$ cat src/rtl/core/upd_pkg.sv
// Shared types, character codes and hex helpers for the URL percent decoder.
// No dependencies; the decode core, output buffer and top level use this package.
`timescale 1ns / 1ps

package upd_pkg;

    localparam logic [7:0] CHAR_PERCENT = 8'h25;
    localparam logic [7:0] CHAR_PLUS    = 8'h2B;
    localparam logic [7:0] CHAR_SPACE   = 8'h20;

    // Held-state codes
    localparam logic [1:0] HELD_NONE    = 2'd0;
    localparam logic [1:0] HELD_PERCENT = 2'd1;
    localparam logic [1:0] HELD_DIGIT   = 2'd2;

    // Register map, byte addresses
    localparam logic [2:0] ADDR_PLUS_AS_SPACE = 3'd0;

    typedef struct packed {
        logic [1:0]      count;      // results produced, 0..3
        logic [2:0][7:0] bytes;      // slot 0 goes out first
        logic [1:0]      next_held;
        logic            load_digit;
    } dec_result_t;

    function automatic logic is_hex(input logic [7:0] c);
        is_hex = (c >= 8'h30 && c <= 8'h39) || (c >= 8'h41 && c <= 8'h46) ||
                 (c >= 8'h61 && c <= 8'h66);
    endfunction

    function automatic logic [3:0] hex_value(input logic [7:0] c);
        logic [7:0] v;
        v = 8'h00;
        if (c >= 8'h30 && c <= 8'h39) begin
            v = c - 8'h30;
        end else if (c >= 8'h41 && c <= 8'h46) begin
            v = c - 8'h37;
        end else if (c >= 8'h61 && c <= 8'h66) begin
            v = c - 8'h57;
        end
        hex_value = v[3:0];
    endfunction

endpackage

$ cat src/rtl/core/upd_decode.sv
// Combinational decode of one byte against the held escape state.
// Depends on upd_pkg for character codes, hex helpers and dec_result_t.
`timescale 1ns / 1ps

module upd_decode (
    input  logic [7:0]          in_byte,
    input  logic                in_final,
    input  logic [1:0]          held_count,
    input  logic [7:0]          held_digit,
    input  logic                plus_as_space,
    output upd_pkg::dec_result_t result
);

    logic [1:0]      pre_cnt;
    logic [1:0][7:0] pre_bytes;
    logic            use_fresh;
    logic            fresh_emit;
    logic [7:0]      fresh_byte;
    logic            fresh_hold;
    logic            b_hex;
    logic [1:0]      next_held;
    logic            load_digit;

    assign b_hex = upd_pkg::is_hex(in_byte);

    // Treatment of a byte when nothing is held
    always_comb begin
        fresh_emit = 1'b1;
        fresh_hold = 1'b0;
        fresh_byte = in_byte;
        if (in_byte == upd_pkg::CHAR_PERCENT) begin
            fresh_emit = in_final;
            fresh_hold = !in_final;
        end else if (in_byte == upd_pkg::CHAR_PLUS && plus_as_space) begin
            fresh_byte = upd_pkg::CHAR_SPACE;
        end
    end

    always_comb begin
        pre_cnt    = 2'd0;
        pre_bytes  = '0;
        use_fresh  = 1'b1;
        next_held  = upd_pkg::HELD_NONE;
        load_digit = 1'b0;
        case (held_count)
            upd_pkg::HELD_PERCENT: begin
                pre_cnt      = 2'd1;
                pre_bytes[0] = upd_pkg::CHAR_PERCENT;
                if (b_hex) begin
                    use_fresh = 1'b0;
                    if (in_final) begin
                        pre_cnt      = 2'd2;
                        pre_bytes[1] = in_byte;
                    end else begin
                        pre_cnt    = 2'd0;
                        next_held  = upd_pkg::HELD_DIGIT;
                        load_digit = 1'b1;
                    end
                end
            end
            upd_pkg::HELD_DIGIT: begin
                if (b_hex) begin
                    use_fresh    = 1'b0;
                    pre_cnt      = 2'd1;
                    pre_bytes[0] = {upd_pkg::hex_value(held_digit),
                                    upd_pkg::hex_value(in_byte)};
                end else begin
                    pre_cnt      = 2'd2;
                    pre_bytes[0] = upd_pkg::CHAR_PERCENT;
                    pre_bytes[1] = held_digit;
                end
            end
            default: begin
            end
        endcase
        if (use_fresh && fresh_hold) begin
            next_held = upd_pkg::HELD_PERCENT;
        end
        if (in_final) begin
            next_held = upd_pkg::HELD_NONE;
        end
    end

    always_comb begin
        result            = '0;
        result.next_held  = next_held;
        result.load_digit = load_digit;
        result.bytes[0]   = pre_bytes[0];
        result.bytes[1]   = pre_bytes[1];
        result.count      = pre_cnt;
        if (use_fresh && fresh_emit) begin
            result.count = pre_cnt + 2'd1;
            case (pre_cnt)
                2'd0:    result.bytes[0] = fresh_byte;
                2'd1:    result.bytes[1] = fresh_byte;
                default: result.bytes[2] = fresh_byte;
            endcase
        end
    end

endmodule

$ cat src/rtl/core/upd_out_buf.sv
// Result register: holds the up-to-three bytes of one input and serializes them.
// Depends on upd_pkg for dec_result_t.
`timescale 1ns / 1ps

module upd_out_buf (
    input  logic                 aclk,
    input  logic                 aresetn,
    input  logic                 load,
    input  upd_pkg::dec_result_t grp_in,
    input  logic                 grp_final,
    output logic                 free,
    output logic                 m_tvalid,
    input  logic                 m_tready,
    output logic [7:0]           m_tdata,   // [7:0] out_byte
    output logic                 m_tlast,   // run_last
    output logic                 m_tuser    // [0] string_end
);

    logic            grp_valid_reg;
    logic [1:0]      cnt_reg;
    logic [2:0][7:0] bytes_reg;
    logic            final_reg;
    logic [1:0]      idx_reg;
    logic            last_beat;

    assign last_beat = (idx_reg == cnt_reg - 2'd1);
    assign free      = !grp_valid_reg || (m_tready && last_beat);

    assign m_tvalid = grp_valid_reg;
    assign m_tlast  = last_beat;
    assign m_tuser  = last_beat && final_reg;

    always_comb begin
        case (idx_reg)
            2'd0:    m_tdata = bytes_reg[0];
            2'd1:    m_tdata = bytes_reg[1];
            default: m_tdata = bytes_reg[2];
        endcase
    end

    always_ff @(posedge aclk) begin
        if (!aresetn) begin
            grp_valid_reg <= 1'b0;
            idx_reg       <= 2'd0;
        end else if (load && grp_in.count != 2'd0) begin
            grp_valid_reg <= 1'b1;
            idx_reg       <= 2'd0;
        end else if (grp_valid_reg && m_tready && !last_beat) begin
            idx_reg <= idx_reg + 2'd1;
        end else if (free) begin
            grp_valid_reg <= 1'b0;
        end
    end

    always_ff @(posedge aclk) begin
        if (load) begin
            cnt_reg   <= grp_in.count;
            bytes_reg <= grp_in.bytes;
            final_reg <= grp_final;
        end
    end

endmodule

$ cat src/rtl/core/url_percent_decoder_top.sv
// Streaming URL percent decoder: one byte in, zero to three decoded bytes out.
// An input byte is registered, decoded combinationally and registered again in the result
// register before it shows on m_*; a stall on m_tready can hold it there.
// Takes 1 byte per cycle while the result register keeps pace; an input giving N results
// holds the result register until all N are taken (N up to 3), and the next input waits.
// aresetn (synchronous, active low) empties both stages, drops any held escape
// and clears plus_as_space. Depends on upd_pkg, upd_decode, upd_out_buf.
`timescale 1ns / 1ps

module url_percent_decoder_top (
    input  logic        aclk,
    input  logic        aresetn,
    // input stream
    input  logic        s_tvalid,
    output logic        s_tready,
    input  logic [7:0]  s_tdata,   // [7:0] in_byte
    input  logic        s_tlast,   // in_final
    // result stream
    output logic        m_tvalid,
    input  logic        m_tready,
    output logic [7:0]  m_tdata,   // [7:0] out_byte
    output logic        m_tlast,   // run_last
    output logic        m_tuser,   // [0] string_end
    // register port
    input  logic        psel,
    input  logic        penable,
    input  logic        pwrite,
    input  logic [2:0]  paddr,
    input  logic [31:0] pwdata,
    output logic [31:0] prdata,
    output logic        pready
);

    logic                 plus_reg;
    logic                 in_valid_reg;
    logic [7:0]           in_byte_reg;
    logic                 in_final_reg;
    logic [1:0]           held_count_reg;
    logic [7:0]           held_digit_reg;
    logic                 free;
    logic                 advance;
    logic                 sel_plus;
    upd_pkg::dec_result_t dec;

    // Single register; only the word offset is decoded
    assign sel_plus = (paddr[2] == upd_pkg::ADDR_PLUS_AS_SPACE[2]);
    assign pready   = 1'b1;
    assign prdata   = sel_plus ? {31'd0, plus_reg} : 32'd0;

    always_ff @(posedge aclk) begin
        if (!aresetn) begin
            plus_reg <= 1'b0;
        end else if (psel && penable && pwrite && sel_plus) begin
            plus_reg <= pwdata[0];
        end
    end

    assign advance  = in_valid_reg && free;
    assign s_tready = !in_valid_reg || free;

    always_ff @(posedge aclk) begin
        if (!aresetn) begin
            in_valid_reg <= 1'b0;
        end else if (s_tready) begin
            in_valid_reg <= s_tvalid;
        end
    end

    always_ff @(posedge aclk) begin
        if (s_tready && s_tvalid) begin
            in_byte_reg  <= s_tdata;
            in_final_reg <= s_tlast;
        end
    end

    always_ff @(posedge aclk) begin
        if (!aresetn) begin
            held_count_reg <= upd_pkg::HELD_NONE;
        end else if (advance) begin
            held_count_reg <= dec.next_held;
        end
    end

    always_ff @(posedge aclk) begin
        if (advance && dec.load_digit) begin
            held_digit_reg <= in_byte_reg;
        end
    end

    upd_decode u_decode (
        .in_byte       (in_byte_reg),
        .in_final      (in_final_reg),
        .held_count    (held_count_reg),
        .held_digit    (held_digit_reg),
        .plus_as_space (plus_reg),
        .result        (dec)
    );

    upd_out_buf u_out_buf (
        .aclk      (aclk),
        .aresetn   (aresetn),
        .load      (advance),
        .grp_in    (dec),
        .grp_final (in_final_reg),
        .free      (free),
        .m_tvalid  (m_tvalid),
        .m_tready  (m_tready),
        .m_tdata   (m_tdata),
        .m_tlast   (m_tlast),
        .m_tuser   (m_tuser)
    );

endmodule

$ cat config.mk
export PLATFORM = sky130hd
export DESIGN_NAME = url_percent_decoder_top
export DESIGN_NICKNAME = d
export VERILOG_FILES = /design/src/rtl/core/upd_pkg.sv /design/src/rtl/core/upd_decode.sv /design/src/rtl/core/upd_out_buf.sv /design/src/rtl/core/url_percent_decoder_top.sv
export SDC_FILE = /design/constraint.sdc
export NUM_CORES = 1
export LEC_CHECK = 0
export CAP_MARGIN = 20
export CORE_MARGIN = 3
export CORE_UTILIZATION = 60
export CTS_BUF_LIST = sky130_fd_sc_hd__clkbuf_4
export DETAILED_ROUTE_END_ITERATION = 6
export DONT_BUFFER_PORTS = 1
export PLACE_DENSITY = 0.76
export SLEW_MARGIN = 20
export SYNTH_ARGS = -nofsm -noshare
export SYNTH_HDL_FRONTEND = slang
export SYNTH_SLANG_ARGS = --single-unit
$ cat constraint.sdc
create_clock -name aclk -period 3.5 [get_ports aclk]
set_input_delay 0 -clock aclk [delete_from_list [all_inputs] [get_ports aclk]]
set_output_delay 0 -clock aclk [all_outputs]
set_load 0.005 [all_outputs]
==> flow_summary.ini <==
[run_status]
outcome = finished clean

[yosys]
async_reset_ff_frac = 0
syn_avg_cell_area_um2 = 11.0
yosys_register_bits = 51
ys_warn_count = 0
synth_seq_area_share = 0.487
yosys.area.top_type_share = 0.440
synthesis.area_um2 = 3000
netlist-cell-type-count = 54
synthTopCellsByArea = edfxtp_1 (44%), buf_4 (8.0%), ha_1 (5.8%)
postSynthCellCount = 273
largest_area_contributor_in_the_netlist = edfxtp_1
synth_edf_count = 44
synth_top_flop_cell = edfxtp_1

[critical_path]
setup.worst_path.start_class = flop
worstSetupStartpoint = in_byte_reg[0]
r2r_end = u_out_buf.bytes_reg[1]
worst_setup_path_endpoint = u_out_buf.bytes_reg[1]
rr_startpoint = in_byte_reg[0]
critical_path_class = flop to flop
crit_path_end_kind = flop
reg2regPathDepth = 11
critPathMaxFanout = 11
worstPathArrival_ns = 3.31
critical_path_required_ns = 3.69
regToRegSetupSlack_ns = 0.38

[clock_tree]
post_cts.repair.setup_buffers = 0
source_to_sink_clock_delay_at_the_later_pin_of_the_worst_skew_pair_ns = 0.36
clk_sinks = 51
ctsHoldBuffers = 15
cts_htree_levels = 2
cts_repair_resize_count = 0
ctsLongestPathBuffers = 2
cts-root-buf = clkbuf_4
worst_setup_hold_path_clk_slew_ns = 0.14
tritoncts = built
cts_buffers = 5

[global_routing]
overflow = 0
initial_antenna_violation_count = 0
vias_in_the_first_global_route = 1871
gr-usage-all-layers = 0.193
grt_start_max_net_pins = 27
grt_pass1_wl_um = 9110

[finish]
instances_no_fill = 358
share_of_final_layout_standard_cells_stronger_than_drive_strength_1 = 0.0790
largest_register_ff_count = 24
multi_input_area_um2 = 1310
antenna_cells = 0
fin_nets = 355
area_overhead_of_the_layout_relative_to_synthesis_pct = 5.92
nFillCells = 392
register_area_um2 = 1460

[floorplanning]
ioPinCount = 96
start_util = 0.627
die_h_um = 76.7
die_area_um2 = 5890
die_width_um = 76.7
coreArea_um2 = 4790
placementRows = 25

[detailed_routing]
final_antenna_net_count = 0
post_drt_via_cell_ratio = 5.48
route.vias.total = 1963
drt_pass1_iterations = 4
route.detailed.wl_per_inst_um = 15.0
drt_wl_total_um = 5390
detailedRoute.firstIterationViolations = 72
drcViolationCount = 0

[min_path]
worst_hold_path_type = primary input to output port

[timing]
rsz_0062_raised_after_global_routing = false
post-route-min-period_ns = 3.12
timing.slew.headroom = 0.595
worst_slack_ns = 0.380
clock.fmax_mhz = 321
final-max-slew-violation-count = 0
clock_skew_ns = 0.00765
min_period_over_period = 0.891
fin_hold_ws_ns = 0.0322
finalSetupViolCount = 0
totalNegativeSetupSlack_ns = 0
tightestPinTransition_ns = 0.602
finalHoldViolCount = 0

[placed_design]
io_buffer_count = 0
post-place-ws_ns = 0.450
detailedPlacementHpwl_um = 3900
dp.cells = 335
gp_congestion = 0.905

[run]
drv_cap = 0

[power_and_ir_drop]
cellLeakagePower_nw = 1.27
cellPowerDensity_nw_per_um2 = 352
total_power_mw = 1.12
vdd.ir_drop.worst_mv = 0.278
-- critical path: stages, from the launching register on --
cell and delay [ns]:
edfxtp_1 0.54, inv_1 0.18, ha_1 0.18, or3b_1 0.34, a31oi_1 0.23, nand2b_1 0.28
o21ai_0 0.14, nand2_1 0.11, ha_1 0.17, and3_1 0.41, a22oi_1 0.15, o21ai_1 0.21
-- synthesized netlist by cell type (3+ instances only) --
| cell | number |
|---|---|
| a21oi_1 | 8 |
| o21ai_1 | 4 |
| clkbuf_1 | 3 |
| and3_1 | 5 |
| and2_1 | 9 |
| nor2b_1 | 3 |
| a22o_1 | 9 |
| nand2b_1 | 4 |
| edfxtp_1 | 44 |
| inv_1 | 16 |
| nand2_1 | 33 |
| ha_1 | 14 |
| dfxtp_1 | 7 |
| buf_4 | 32 |
| xnor2_1 | 4 |
| nor2_1 | 10 |
| a22oi_1 | 10 |
| mux2i_1 | 6 |
| nand3_1 | 4 |
-- report_power, final --
| part | switching (mW) | internal, mW | total, mW | leakage [nW] |
|---|---|---|---|---|
| Clock | 0.177 | 0.151 | 0.327 | 0.0452 |
| Combinational | 0.0541 | 0.0368 | 0.0909 | 0.751 |
| Sequential | 0.0183 | 0.683 | 0.702 | 0.471 |
-- final cells by class --
cell class,instances,share of cell area
Clock buffer,5,0.0118
Clock inverter,3,0.0138
Inverter,16,0.0189
Multi-Input combinational cell,196,0.410
Sequential cell,51,0.460
Tap cell,67,0.0264
Timing Repair Buffer,20,0.0590
-- cells by family (layout without fill, tap and decap cells) --
family | Yosys count | in the layout | synth area share
AO/OA/AOI/OAI | 53 | 53 | 0.137
XOR/XNOR | 5 | 5 | 0.0146
adder cells (fa/ha/maj) | 14 | 14 | 0.0584
buffers and inverters | 56 | 44 | 0.116
flip-flops | 51 | 51 | 0.487
multiplexers | 7 | 7 | 0.0275
other | 2 | 32 | 0.00250
AND/OR/NAND/NOR | 85 | 85 | 0.157
-- worst min-delay path by stage --
stage	start	end	slack, ns	depth (start not counted)
after floorplan	paddr[2]	prdata[0]	0.03	1
after global placement	paddr[2]	prdata[0]	0.03	1
after detailed placement	paddr[2]	prdata[0]	0.03	1
after CTS	paddr[2]	prdata[0]	0.03	1
after global routing	paddr[2]	prdata[0]	0.04	1
final	paddr[2]	prdata[0]	0.03	1
-- stage by stage --
| step | instance area [um2] | util |
|---|---|---|
| after global routing | 3180 | 0.664 |
| after detailed placement | 2950 | 0.616 |
| after CTS | 3180 | 0.664 |
| after global placement | 2950 | 0.616 |
| final | 3180 | 0.664 |
| after floorplan | 3110 | - |
-- layout by cell type, fill, tap and decap left out, drive strengths merged, types with 9 or more instances in the layout --
master       Yosys  layout
edfxtp          44      44
nand2           33      33
conb             2      32
inv             16      16
dlygate4sd3      0      15
ha              14      14
nor2            10      10
a22oi           10      10
a22o             9       9
and2             9       9
-- layer usage --
layer	GRT usage	wire [um]
met1	0.252	2430
met2	0.323	2510
met3	0.0481	384
met4	0.0489	61
met5	0	0
(Power assumes the default switching activity.)
